==> src/hdl/mlbc_pkg.sv <==
`default_nettype none

package mlbc_pkg;

    // Command codes carried in the input word's tuser.
    localparam int unsigned ACTION_W = 3;

    localparam logic [ACTION_W-1:0] ACT_TICK       = 3'd0;
    localparam logic [ACTION_W-1:0] ACT_REGISTER   = 3'd1;
    localparam logic [ACTION_W-1:0] ACT_ACTIVATE   = 3'd2;
    localparam logic [ACTION_W-1:0] ACT_DEACTIVATE = 3'd3;
    localparam logic [ACTION_W-1:0] ACT_SET_STILL  = 3'd4;
    localparam logic [ACTION_W-1:0] ACT_BUSY_SET   = 3'd5;

    // Field widths fixed by the stream format.
    localparam int unsigned LED_W      = 3;
    localparam int unsigned PERIOD_W   = 16;
    localparam int unsigned S_TDATA_W  = 40;
    localparam int unsigned M_TDATA_W  = 8;

endpackage

`default_nettype wire

==> src/hdl/mlbc_ram.sv <==
`default_nettype none

module mlbc_ram #(
    parameter int WIDTH = 8,
    parameter int DEPTH = 8,
    localparam int AW = (DEPTH > 1) ? $clog2(DEPTH) : 1
) (
    input  wire logic             aclk,
    input  wire logic             wr_en,
    input  wire logic [AW-1:0]    wr_addr,
    input  wire logic [WIDTH-1:0] wr_data,
    input  wire logic             rd_en,
    input  wire logic [AW-1:0]    rd_addr,
    output logic      [WIDTH-1:0] rd_data
);

    logic [WIDTH-1:0] mem_reg [DEPTH];
    logic [WIDTH-1:0] rd_data_reg;

    always_ff @(posedge aclk) begin
        if (wr_en) begin
            mem_reg[wr_addr] <= wr_data;
        end
        if (rd_en) begin
            rd_data_reg <= mem_reg[rd_addr];
        end
    end

    assign rd_data = rd_data_reg;

endmodule

`default_nettype wire

==> src/hdl/multi_led_blink_controller_top.sv <==
// Multi-channel LED blink controller.
// The input stream carries one command per word: the command code in s_tuser and the slot,
// half-period, duration, level and busy flag in s_tdata. A tick command walks every slot in
// order and sends one word per slot on the output stream (slot, drive, pin level), with
// m_tlast set on the word for the final slot. Other commands produce no output words.
// The per-slot state sits in one synchronous RAM; each slot is read, updated and written back.
// A command other than a tick reads its slot, then modifies and writes it back; commands with
// an unknown code or a slot out of range are dropped. A tick issues the read of the first slot,
// then handles one slot per cycle while the receiver does not stall, with the read of the next
// slot overlapping the write of the current one. The first word follows the first slot's read.
// s_tready is high whenever no command is being worked on; a finished last word may still
// wait in the output register while the next command is taken.
// If the receiver stalls, the slot walk holds in place until the output register is free.
// Reset clears the per-slot registered flags at once, so all slots are unregistered and no
// clearing pass is needed; the RAM contents matter only once a slot is registered.
`default_nettype none

module multi_led_blink_controller_top #(
    parameter int NUM_LEDS    = 8,
    parameter int COUNT_WIDTH = 16
) (
    input  wire logic                           aclk,
    input  wire logic                           aresetn,
    input  wire logic                           s_tvalid,
    output logic                                s_tready,
    // Fields from bit 0: led[2:0], period[18:3], duration[34:19], level[35], busy_on[36].
    input  wire logic [mlbc_pkg::S_TDATA_W-1:0] s_tdata,
    // Fields from bit 0: action[2:0].
    input  wire logic [mlbc_pkg::ACTION_W-1:0]  s_tuser,
    output logic                                m_tvalid,
    input  wire logic                           m_tready,
    // Fields from bit 0: slot[2:0], drive[3], pin_level[4].
    output logic      [mlbc_pkg::M_TDATA_W-1:0] m_tdata,
    output logic                                m_tlast
);

    import mlbc_pkg::*;

    localparam int AW = (NUM_LEDS > 1) ? $clog2(NUM_LEDS) : 1;
    localparam int CW = COUNT_WIDTH;

    typedef struct packed {
        logic          busy_mode;
        logic [CW-1:0] busy_half_period;
        logic [CW-1:0] busy_count;
        logic [CW-1:0] blink_remaining;
        logic [CW-1:0] blink_count;
        logic [CW-1:0] blink_half_period;
        logic          current_level;
        logic          still_level;
    } slot_rec_t;

    localparam int REC_W = $bits(slot_rec_t);

    typedef enum logic [1:0] {
        ST_IDLE,
        ST_CMD,
        ST_TICK
    } state_t;

    state_t                state_reg, state_next;
    logic [AW-1:0]         idx_reg, idx_next;
    logic [NUM_LEDS-1:0]   present_reg, present_next;
    logic                  rd_present_reg, rd_present_next;
    logic [ACTION_W-1:0]   action_reg, action_next;
    logic [CW-1:0]         period_reg, period_next;
    logic [CW-1:0]         duration_reg, duration_next;
    logic                  level_reg, level_next;
    logic                  busy_on_reg, busy_on_next;
    logic                  m_valid_reg, m_valid_next;
    logic [M_TDATA_W-1:0]  m_data_reg, m_data_next;
    logic                  m_last_reg, m_last_next;

    logic                  mem_wr_en;
    logic [AW-1:0]         mem_wr_addr;
    logic [REC_W-1:0]      mem_wr_data;
    logic                  mem_rd_en;
    logic [AW-1:0]         mem_rd_addr;
    logic [REC_W-1:0]      mem_rd_data;

    slot_rec_t             rec_cur;
    slot_rec_t             rec_new;
    logic                  tick_drive;
    logic                  tick_level;
    logic                  in_accept;
    logic [ACTION_W-1:0]   in_action;
    logic [LED_W-1:0]      in_led;
    logic                  led_in_range;
    logic                  out_free;
    logic                  last_slot;

    mlbc_ram #(
        .WIDTH (REC_W),
        .DEPTH (NUM_LEDS)
    ) u_state_ram (
        .aclk    (aclk),
        .wr_en   (mem_wr_en),
        .wr_addr (mem_wr_addr),
        .wr_data (mem_wr_data),
        .rd_en   (mem_rd_en),
        .rd_addr (mem_rd_addr),
        .rd_data (mem_rd_data)
    );

    assign in_accept    = s_tvalid && s_tready;
    assign in_action    = s_tuser;
    assign in_led       = s_tdata[2:0];
    assign led_in_range = (32'(in_led) < 32'(NUM_LEDS));
    assign out_free     = !m_valid_reg || m_tready;
    assign last_slot    = (idx_reg == AW'(NUM_LEDS - 1));
    assign rec_cur      = slot_rec_t'(mem_rd_data);

    // One tick of the slot just read; an unregistered slot is left untouched.
    always_comb begin
        rec_new    = rec_cur;
        tick_drive = 1'b0;
        tick_level = 1'b0;
        if (rd_present_reg) begin
            if (rec_cur.busy_mode) begin
                if (rec_cur.busy_half_period != '0) begin
                    if (rec_cur.busy_count != '0) begin
                        rec_new.busy_count = rec_cur.busy_count - 1'b1;
                    end else begin
                        rec_new.busy_count    = rec_cur.busy_half_period - 1'b1;
                        rec_new.current_level = !rec_cur.current_level;
                    end
                end
                tick_drive = 1'b1;
                tick_level = rec_new.current_level;
            end else if (rec_cur.blink_remaining != '0) begin
                rec_new.blink_remaining = rec_cur.blink_remaining - 1'b1;
                if (rec_cur.blink_count != '0) begin
                    rec_new.blink_count = rec_cur.blink_count - 1'b1;
                end else begin
                    if (rec_cur.blink_half_period != '0) begin
                        rec_new.blink_count = rec_cur.blink_half_period - 1'b1;
                    end else begin
                        rec_new.blink_count = '0;
                    end
                    rec_new.current_level = !rec_cur.current_level;
                end
                tick_drive = 1'b1;
                tick_level = rec_new.current_level;
            end else if (rec_cur.blink_count != '0) begin
                // The half-period in flight runs out before the still level is shown.
                rec_new.blink_count = rec_cur.blink_count - 1'b1;
            end else begin
                tick_drive = 1'b1;
                tick_level = rec_cur.still_level;
            end
        end
    end

    always_comb begin
        state_next      = state_reg;
        idx_next        = idx_reg;
        present_next    = present_reg;
        rd_present_next = rd_present_reg;
        action_next     = action_reg;
        period_next     = period_reg;
        duration_next   = duration_reg;
        level_next      = level_reg;
        busy_on_next    = busy_on_reg;
        m_valid_next    = m_valid_reg && !m_tready;
        m_data_next     = m_data_reg;
        m_last_next     = m_last_reg;
        mem_wr_en       = 1'b0;
        mem_wr_addr     = idx_reg;
        mem_wr_data     = REC_W'(rec_new);
        mem_rd_en       = 1'b0;
        mem_rd_addr     = idx_reg;
        s_tready        = (state_reg == ST_IDLE);

        unique case (state_reg)
            ST_IDLE: begin
                if (in_accept) begin
                    action_next   = in_action;
                    period_next   = CW'(s_tdata[18:3]);
                    duration_next = CW'(s_tdata[34:19]);
                    level_next    = s_tdata[35];
                    busy_on_next  = s_tdata[36];
                    if (in_action == ACT_TICK) begin
                        idx_next        = '0;
                        mem_rd_en       = 1'b1;
                        mem_rd_addr     = '0;
                        rd_present_next = present_reg[0];
                        state_next      = ST_TICK;
                    end else if (in_action <= ACT_BUSY_SET && led_in_range) begin
                        idx_next        = AW'(in_led);
                        mem_rd_en       = 1'b1;
                        mem_rd_addr     = AW'(in_led);
                        rd_present_next = present_reg[AW'(in_led)];
                        state_next      = ST_CMD;
                    end
                end
            end
            ST_CMD: begin
                slot_rec_t rec_cmd;
                rec_cmd    = rec_cur;
                state_next = ST_IDLE;
                mem_wr_en  = rd_present_reg;
                case (action_reg)
                    ACT_REGISTER: begin
                        rec_cmd               = '0;
                        rec_cmd.current_level = level_reg;
                        rec_cmd.still_level   = level_reg;
                        mem_wr_en             = 1'b1;
                        present_next[idx_reg] = 1'b1;
                    end
                    ACT_ACTIVATE: begin
                        rec_cmd.blink_count       = period_reg;
                        rec_cmd.blink_remaining   = duration_reg;
                        rec_cmd.blink_half_period = period_reg;
                        rec_cmd.current_level     = rec_cur.still_level;
                    end
                    ACT_DEACTIVATE: begin
                        rec_cmd.blink_count       = '0;
                        rec_cmd.blink_remaining   = '0;
                        rec_cmd.blink_half_period = '0;
                        rec_cmd.current_level     = rec_cur.still_level;
                    end
                    ACT_SET_STILL: begin
                        rec_cmd.still_level = level_reg;
                    end
                    ACT_BUSY_SET: begin
                        rec_cmd.busy_mode        = busy_on_reg;
                        rec_cmd.busy_count       = busy_on_reg ? period_reg : '0;
                        rec_cmd.busy_half_period = busy_on_reg ? period_reg : '0;
                        rec_cmd.current_level    = busy_on_reg && level_reg;
                    end
                    default: begin
                        mem_wr_en = 1'b0;
                    end
                endcase
                mem_wr_data = REC_W'(rec_cmd);
            end
            ST_TICK: begin
                // The read data for idx_reg holds while the output register is full.
                if (out_free) begin
                    mem_wr_en    = rd_present_reg;
                    m_valid_next = 1'b1;
                    m_data_next  = {3'b000, tick_level, tick_drive, 3'(idx_reg)};
                    m_last_next  = last_slot;
                    if (last_slot) begin
                        state_next = ST_IDLE;
                    end else begin
                        idx_next        = idx_reg + 1'b1;
                        mem_rd_en       = 1'b1;
                        mem_rd_addr     = idx_reg + 1'b1;
                        rd_present_next = present_reg[idx_reg + 1'b1];
                    end
                end
            end
            default: begin
                state_next = ST_IDLE;
            end
        endcase
    end

    always_ff @(posedge aclk) begin
        if (!aresetn) begin
            state_reg   <= ST_IDLE;
            present_reg <= '0;
            m_valid_reg <= 1'b0;
        end else begin
            state_reg   <= state_next;
            present_reg <= present_next;
            m_valid_reg <= m_valid_next;
        end
        idx_reg        <= idx_next;
        rd_present_reg <= rd_present_next;
        action_reg     <= action_next;
        period_reg     <= period_next;
        duration_reg   <= duration_next;
        level_reg      <= level_next;
        busy_on_reg    <= busy_on_next;
        m_data_reg     <= m_data_next;
        m_last_reg     <= m_last_next;
    end

    assign m_tvalid = m_valid_reg;
    assign m_tdata  = m_data_reg;
    assign m_tlast  = m_last_reg;

endmodule

`default_nettype wire
==> config.mk <==
export PLATFORM = sky130hd
export DESIGN_NAME = multi_led_blink_controller_top
export DESIGN_NICKNAME = d
export VERILOG_FILES = /design/src/hdl/mlbc_pkg.sv /design/src/hdl/mlbc_ram.sv /design/src/hdl/multi_led_blink_controller_top.sv
export SDC_FILE = /design/constraint.sdc
export NUM_CORES = 1
export LEC_CHECK = 0
export BUFFER_PORTS_ARGS = -buffer_cell sky130_fd_sc_hd__buf_2
export CORE_ASPECT_RATIO = 1.2
export CORE_UTILIZATION = 40
export CTS_CLUSTER_SIZE = 28
export DETAILED_ROUTE_END_ITERATION = 16
export GPL_TIMING_DRIVEN = 0
export PLACE_DENSITY_LB_ADDON = 0.25
export SLEW_MARGIN = 20
export SYNTH_ARGS = -nofsm -noshare
export SYNTH_HDL_FRONTEND = slang
export SYNTH_SLANG_ARGS = --single-unit
==> constraint.sdc <==
create_clock -name aclk -period 10.35 [get_ports aclk]
set_clock_uncertainty 0.2 [all_clocks]
set_input_delay 2.07 -clock aclk [delete_from_list [all_inputs] [get_ports aclk]]
set_output_delay 2.07 -clock aclk [all_outputs]
set_load 0.01 [all_outputs]
; Yosys cells after proc, flatten, opt, wreduce, memory -nomap -nowiden
; Memory sizes are Yosys's and may differ from the RTL's. A register that Yosys moved wholly into a read port is not among the register bits.
; Index checks and enable logic that the tools add are counted.
; W data, S select, Z words.
[totals]
ram_bits = 664
mem_count = 1
inputBits = 47
ff_bits = 58
word_cells = 129
[op_classes]
n_bitwise = 1
mux = 65
n_addsub = 6
n_reduce_logical = 25
order_cmp = 5
n_eq_ne = 13
[mem_list]
columns = name, depth, word_bits, read_ports, rd_ports_with_merged_regs, write_ports, line_no
row1 = u_state_ram.mem_reg, 8, 83, 1, 1, 1, mlbc_ram.sv:17  ; logic [WIDTH-1:0] mem_reg [DEPTH];
[op_table]
columns = operator, n
row1 = $mux W16, 9
row2 = $pmux W48 S2, 1
row3 = $mux W83, 1
row4 = $reduce_bool A16 Y1, 5
row5 = $sub A16 B1 Y16 const B, 5
row6 = $pmux W33 S2, 1
row7 = $mux W48, 1
row8 = $mux W32, 1
row9 = $mux W1, 31
row10 = $mux W3, 5
row11 = $lt A3 B4 Y1 const B, 3
row12 = $mux W2, 5
row13 = $eq A3 B3 Y1 const B, 3
row14 = $or A8 B8 Y8, 1
row15 = $pmux W1 S2, 4
row16 = $bmux W1 S3, 2
row17 = $eq A3 B2 Y1 const B, 2
row18 = $ne A2 B2 Y1 const B, 3
row19 = $pmux W3 S2, 1
row20 = $reduce_and A2 Y1, 3
row21 = $reduce_or A2 Y1, 3
row22 = $reduce_and A5 Y1, 1
row23 = $logic_and A1 B1 Y1, 4
row24 = $pmux W2 S2, 1
row25 = 17 further kinds, 19

; Depth between registers and ports, before layout
[logic_depth]
depth_word = 7
depth_mapped = 14
depth_no_buf = 12

; Modules after synthesis
; Synthesis repeated with hierarchy kept, for this count alone.
[hier_totals]
hier_cells = 1743
area_unflattened_um2 = 33123.0
[by_module_without_submodules]
columns = mod, area_per_inst_um2, instances, seq_area_each_um2, cells_each
row1 = mlbc_ram, 27461.3, 1, 22431.5, 1055
row2 = multi_led_blink_controller_top, 5661.7, 1, 1601.5, 688

; Worst setup path before layout
; No wires, ideal clock.
[synth_path]
path_type = input-to-reg
start = input m_tready
end = memory u_state_ram.mem_reg[1][0] in the netlist's numbering, enable pin
t_required_ps = 9524
path_stages = 6
slack_ps = 1268
arrival_time_ps = 8256
setup_ps = 626
cell_sequence = nand2b_1 nand2_1 o21ai_0 a21o_1 nand3_1 nor3_1
[synth_via]
elab_chain_len = 5
[synth_rtl]
columns = item, line_no
row1 = from (decl), multi_led_blink_controller_top.sv:31  ; input wire logic m_tready,
row2 = $logic_or A1 B1 Y1, multi_led_blink_controller_top.sv:109  ; assign out_free = !m_valid_reg || m_tready;
row3 = $mux W1, multi_led_blink_controller_top.sv:239  ; if (out_free) begin
row4 = $pmux W1 S2, multi_led_blink_controller_top.sv:174  ; unique case (state_reg)
row5 = $mux W1, mlbc_ram.sv:21  ; if (wr_en) begin
row6 = $mux W1 (not written as such), mlbc_ram.sv:22  ; mem_reg[wr_addr] <= wr_data;
row7 = to (decl), mlbc_ram.sv:17
; Every way passes these cells.

; Worst setup path in the final report
[layout_path]
start = input s_tvalid
end = register u_state_ram.rd_data_reg[81], in the netlist u_state_ram.rd_data[81] (read register of u_state_ram.mem_reg) (data pin)
[layout_via]
elab_chain_len = 3
word_cells_on_any_way = 5
classes_between = mux: 4 / reduce/logical: 1
[layout_rtl]
columns = item, line_no
row1 = from (decl), multi_led_blink_controller_top.sv:24  ; input wire logic s_tvalid,
row2 = $logic_and A1 B1 Y1 (*), multi_led_blink_controller_top.sv:105  ; assign in_accept = s_tvalid && s_tready;
row3 = $mux W3 or $mux W1 (tied branches), multi_led_blink_controller_top.sv:176  ; if (in_accept) begin
row4 = $pmux W3 S2 or $pmux W1 S2 (tied branches), multi_led_blink_controller_top.sv:174
row5 = to (decl), mlbc_ram.sv:18  ; logic [WIDTH-1:0] rd_data_reg;
; Mark *: on every way between the ends. The rest lies on a longest branch, timed or not.
; A chain may end at the register's enable or synchronous reset.

==> impl_metrics.prom <==
# TYPE chip_impl_metric gauge
chip_impl_metric{name="route.detailed.vias_per_inst",unit=""} 5.527
chip_impl_metric{name="finalSetupViolCount",unit=""} 0
chip_impl_metric{name="finalWorstSetupSlack",unit="ns"} 4.949
chip_impl_metric{name="worst-path-max-fanout",unit=""} 23
chip_impl_metric{name="wl",unit="microns"} 88350
chip_impl_metric{name="layout_cell_share_with_drive_strength_beyond_1",unit=""} 0.1777
chip_impl_metric{name="place_ws",unit="ns"} 4.278
chip_impl_metric{name="rows",unit=""} 117
chip_impl_metric{name="antenna_found_initial",unit=""} 1
chip_impl_metric{name="wire_length_of_the_first_global_routing_pass",unit="microns"} 129600
chip_impl_metric{name="synthesis.area",unit="sq um"} 34220
chip_impl_metric{name="finalPower",unit="mW"} 8.433
chip_impl_metric{name="die_height",unit="microns"} 322.4
chip_impl_info{name="synth.most_common_cell",value="edfxtp_1"} 1
chip_impl_metric{name="initial_utilization",unit=""} 0.4037
chip_impl_info{name="grt_setup_unrepaired",value="no"} 1
chip_impl_metric{name="tritoncts_num_sinks",unit=""} 805
chip_impl_info{name="path_common_cell",value="buf_2"} 1
chip_impl_info{name="critPathLaunchType",value="input port"} 1
chip_impl_metric{name="seq_area_frac_synth",unit=""} 0.7023
chip_impl_metric{name="post_cts_resize_count",unit=""} 0
chip_impl_metric{name="worst-r2r-setup-slack",unit="ns"} 5.65
chip_impl_metric{name="crit_arrival",unit="ns"} 5.59
chip_impl_metric{name="gpl.final_weighted_congestion",unit=""} 0.8962
chip_impl_metric{name="cts_made_buffers",unit=""} 78
chip_impl_metric{name="syn_avg_cell_area",unit="sq um"} 16.48
chip_impl_info{name="end_kind",value="flop"} 1
chip_impl_metric{name="fin_crit",unit="ns"} 5.401
chip_impl_metric{name="synthesis.yosys.warnings",unit=""} 0
chip_impl_metric{name="core",unit="sq um"} 84760
chip_impl_info{name="yosys-top-cells-count",value="edfxtp_1, mux2i_1, mux2_2, nor2_1, nand2_1"} 1
chip_impl_info{name="min_to",value="present_reg[1]"} 1
chip_impl_metric{name="die-area",unit="sq um"} 86730
chip_impl_metric{name="numPortBuffers",unit=""} 51
chip_impl_metric{name="h-tree-depth",unit=""} 3
chip_impl_metric{name="worst_ep_required_time",unit="ns"} 10.54
chip_impl_metric{name="area.growth.synth_to_final",unit="%"} 15.61
chip_impl_metric{name="worst_ir_drop_vdd",unit="mV"} 0.1663
chip_impl_metric{name="hold_depth",unit=""} 1
chip_impl_metric{name="yosys_register_bits",unit=""} 805
chip_impl_metric{name="synth_top_cell_area_share",unit=""} 0.6941
chip_impl_metric{name="grt_pass1_vias",unit=""} 19650
chip_impl_metric{name="ant_nets",unit=""} 0
chip_impl_metric{name="routedWlPerCell",unit="microns"} 25.53
chip_impl_metric{name="global_route.usage.total",unit=""} 0.2068
chip_impl_metric{name="number_of_post_cts_setup_repair_buffers",unit=""} 0
chip_impl_metric{name="synth_async_sr_flop_share",unit=""} 0
chip_impl_metric{name="final_slew_viol_count",unit=""} 0
chip_impl_metric{name="synth.distinct_cells",unit=""} 72
chip_impl_info{name="leading_cell_types_by_total_area_after_synthesis",value="edfxtp_1, mux2i_1, mux2_2, a22o_1, a221oi_1"} 1
chip_impl_info{name="tritoncts",value="done"} 1
chip_impl_metric{name="tightestPinTransition",unit="ns"} 1.126
chip_impl_info{name="synth_flop_cell",value="edfxtp_1"} 1
chip_impl_metric{name="die_x",unit="microns"} 269.0
chip_impl_metric{name="clock_path_buffers",unit=""} 3
chip_impl_metric{name="vias",unit=""} 19120
chip_impl_metric{name="timing.final.hold_violations",unit=""} 0
chip_impl_metric{name="top_level_ports",unit=""} 58
chip_impl_metric{name="max_freq",unit="MHz"} 185.2
chip_impl_metric{name="p_per_area",unit="nW/um^2"} 213.2
chip_impl_metric{name="drtIter0Drc",unit=""} 1242
chip_impl_metric{name="finalCritPeriodShare",unit=""} 0.5218
chip_impl_info{name="timing.critical_path.cells",value="buf_2, and2_2, a21oi_1, a22o_1, a21oi_2, clkbuf_1, buf_2, mux2i_1, mux2_2"} 1
chip_impl_info{name="regToRegEndpoint",value="u_state_ram.mem_reg[6][62]"} 1
chip_impl_metric{name="cellLeakagePower",unit="nW"} 13.81
chip_impl_metric{name="place.detailed.instances",unit=""} 3320
chip_impl_metric{name="grt_start_max_net_pins",unit=""} 38
chip_impl_metric{name="clk-insertion-delay-late",unit="ns"} 0.66
chip_impl_metric{name="cap_viol_max_count",unit=""} 0
chip_impl_metric{name="insertedDiodeCount",unit=""} 0
chip_impl_metric{name="globalRoute.totalOverflow",unit=""} 0
chip_impl_metric{name="finalNetCount",unit=""} 2328
chip_impl_info{name="critPathKind",value="input port to flop"} 1
chip_impl_info{name="outcome",value="complete, no violations"} 1
chip_impl_info{name="critical_path_cell_with_the_highest_stage_delay",value="clkbuf_1"} 1
chip_impl_info{name="crit_family",value="buffers and inverters"} 1
chip_impl_info{name="reg2reg_from",value="u_state_ram.rd_data[52]"} 1
chip_impl_metric{name="detailed_place_hpwl",unit="microns"} 59960
chip_impl_metric{name="remaining_drc_errors",unit=""} 0
chip_impl_metric{name="synth_enable_flop_cells",unit=""} 791
chip_impl_info{name="timing.hold.worst.class",value="flop to flop"} 1
chip_impl_metric{name="syn-instance-count",unit=""} 2076
chip_impl_info{name="synth_largest_area_cell",value="edfxtp_1"} 1
chip_impl_metric{name="crit_path_max_incr_delay",unit="ns"} 0.75
chip_impl_metric{name="first_pass_iters",unit=""} 5
chip_impl_metric{name="fin_cells",unit=""} 3460
chip_impl_info{name="hold_startpoint",value="present_reg[1]"} 1
chip_impl_metric{name="rr_worst_depth",unit=""} 13
chip_impl_metric{name="max-slew-margin-rel",unit=""} 0.2433
chip_impl_metric{name="cp.buffers_inverters",unit=""} 3
chip_impl_metric{name="largest_register_ffs",unit=""} 664
chip_impl_metric{name="clk_transition_reported_paths",unit="ns"} 0.06
chip_impl_info{name="cts_root_buffer",value="clkbuf_16"} 1
chip_impl_metric{name="cts_hold_repair.buffers",unit=""} 0
==> where the power goes <==
part	internal (mW)	switching, mW	leakage [nW]
Combinational	0.621	0.977	5.30
Sequential	3.92	0.151	7.29
Clock	1.55	1.22	1.22
Total	6.09	2.35	13.8
==> how the worst max path moves through the flow <==
stage / startpoint / to / slack [ns] / cells past startpoint
floorplan: m_tready / u_state_ram.mem_reg[1][0] / 1.27 / 6
global placement: m_tready / u_state_ram.mem_reg[1][36] / -5.94 / 7
detailed placement: s_tvalid / u_state_ram.rd_data[10] / 4.28 / 9
CTS: s_tvalid / u_state_ram.rd_data[11] / 4.97 / 9
global route: s_tvalid / u_state_ram.rd_data[8] / 4.81 / 9
finish: s_tvalid / u_state_ram.rd_data[81] / 4.95 / 9
==> stage by stage <==
| stage | hold WS [ns] | setup TNS, ns | instance area [sq um] | utilization |
|---|---|---|---|---|
| 6_report | 0.2926 | 0 | 39560 | 0.4667 |
| 5_1_grt | 0.3176 | 0 | 39560 | 0.4667 |
| 4_1_cts | 0.2891 | 0 | 39560 | 0.4667 |
| 3_5_place_dp | 0.2740 | 0 | 37080 | 0.4374 |
| 3_3_place_gp | 0.2624 | -1534.62 | 35900 | 0.4235 |
| 2_1_floorplan | 0.2323 | 0 | 34230 | - |
==> worst register-to-register path, stage by stage (launching register included) <==
cell	delay [ns]
edfxtp_1	0.50
nor4_1	0.54
nand4_1	0.42
nor2_2	0.60
buf_2	0.39
a21oi_1	0.14
ha_1	0.23
nand2b_1	0.15
nor3_1	0.06
o31ai_1	0.17
nor2_1	0.13
nand2_1	0.11
xnor2_1	0.09
o21ai_0	0.65
==> cell type report <==
cell class | count | area [sq um]
sequential | 805 | 24030
clock buffer | 95 | 2087
multi-input combinational | 1141 | 9662
fill | 7201 | 45200
timing repair buffer | 112 | 1373
clock inverter | 45 | 396.6
inverter | 20 | 75.07
tap | 1130 | 1414
buffer | 112 | 521.8
==> kinds of logic (layout without fill, tap and decap cells) <==
kind of cell / after synthesis / in the layout / share of synthesized area
other: 1 / 3 / 0.0001096
AO/OA/AOI/OAI: 236 / 236 / 0.04925
multiplexers: 591 / 591 / 0.1774
XOR/XNOR: 40 / 40 / 0.01024
flip-flops: 805 / 805 / 0.7023
AND/OR/NAND/NOR: 260 / 260 / 0.03920
adder cells (fa/ha/maj): 11 / 11 / 0.004022
buffers and inverters: 132 / 384 / 0.01744
==> layer usage <==
layer / routed length (microns) / vias up / GRT usage
met5: 0 / - / 0
met4: 3207 / 0 / 0.08927
met3: 4019 / 138 / 0.02832
met2: 44720 / 530 / 0.3568
met1: 36400 / 9850 / 0.2586
li1: - / 8604 / -
==> placed cells by master, fill, tap and decap left out, types with 21 or more instances in the layout <==
master / count
xnor2_1: 21
mux2_2: 85
a22o_1: 38
clkbuf_1: 55
o21ai_0: 25
buf_4: 22
buf_2: 105
a221oi_1: 34
clkbuf_16: 79
mux2i_1: 502
buf_16: 26
nor3_1: 29
a21oi_1: 50
nor2_1: 65
nand2_1: 58
edfxtp_1: 791
(Power assumes the default switching activity.)
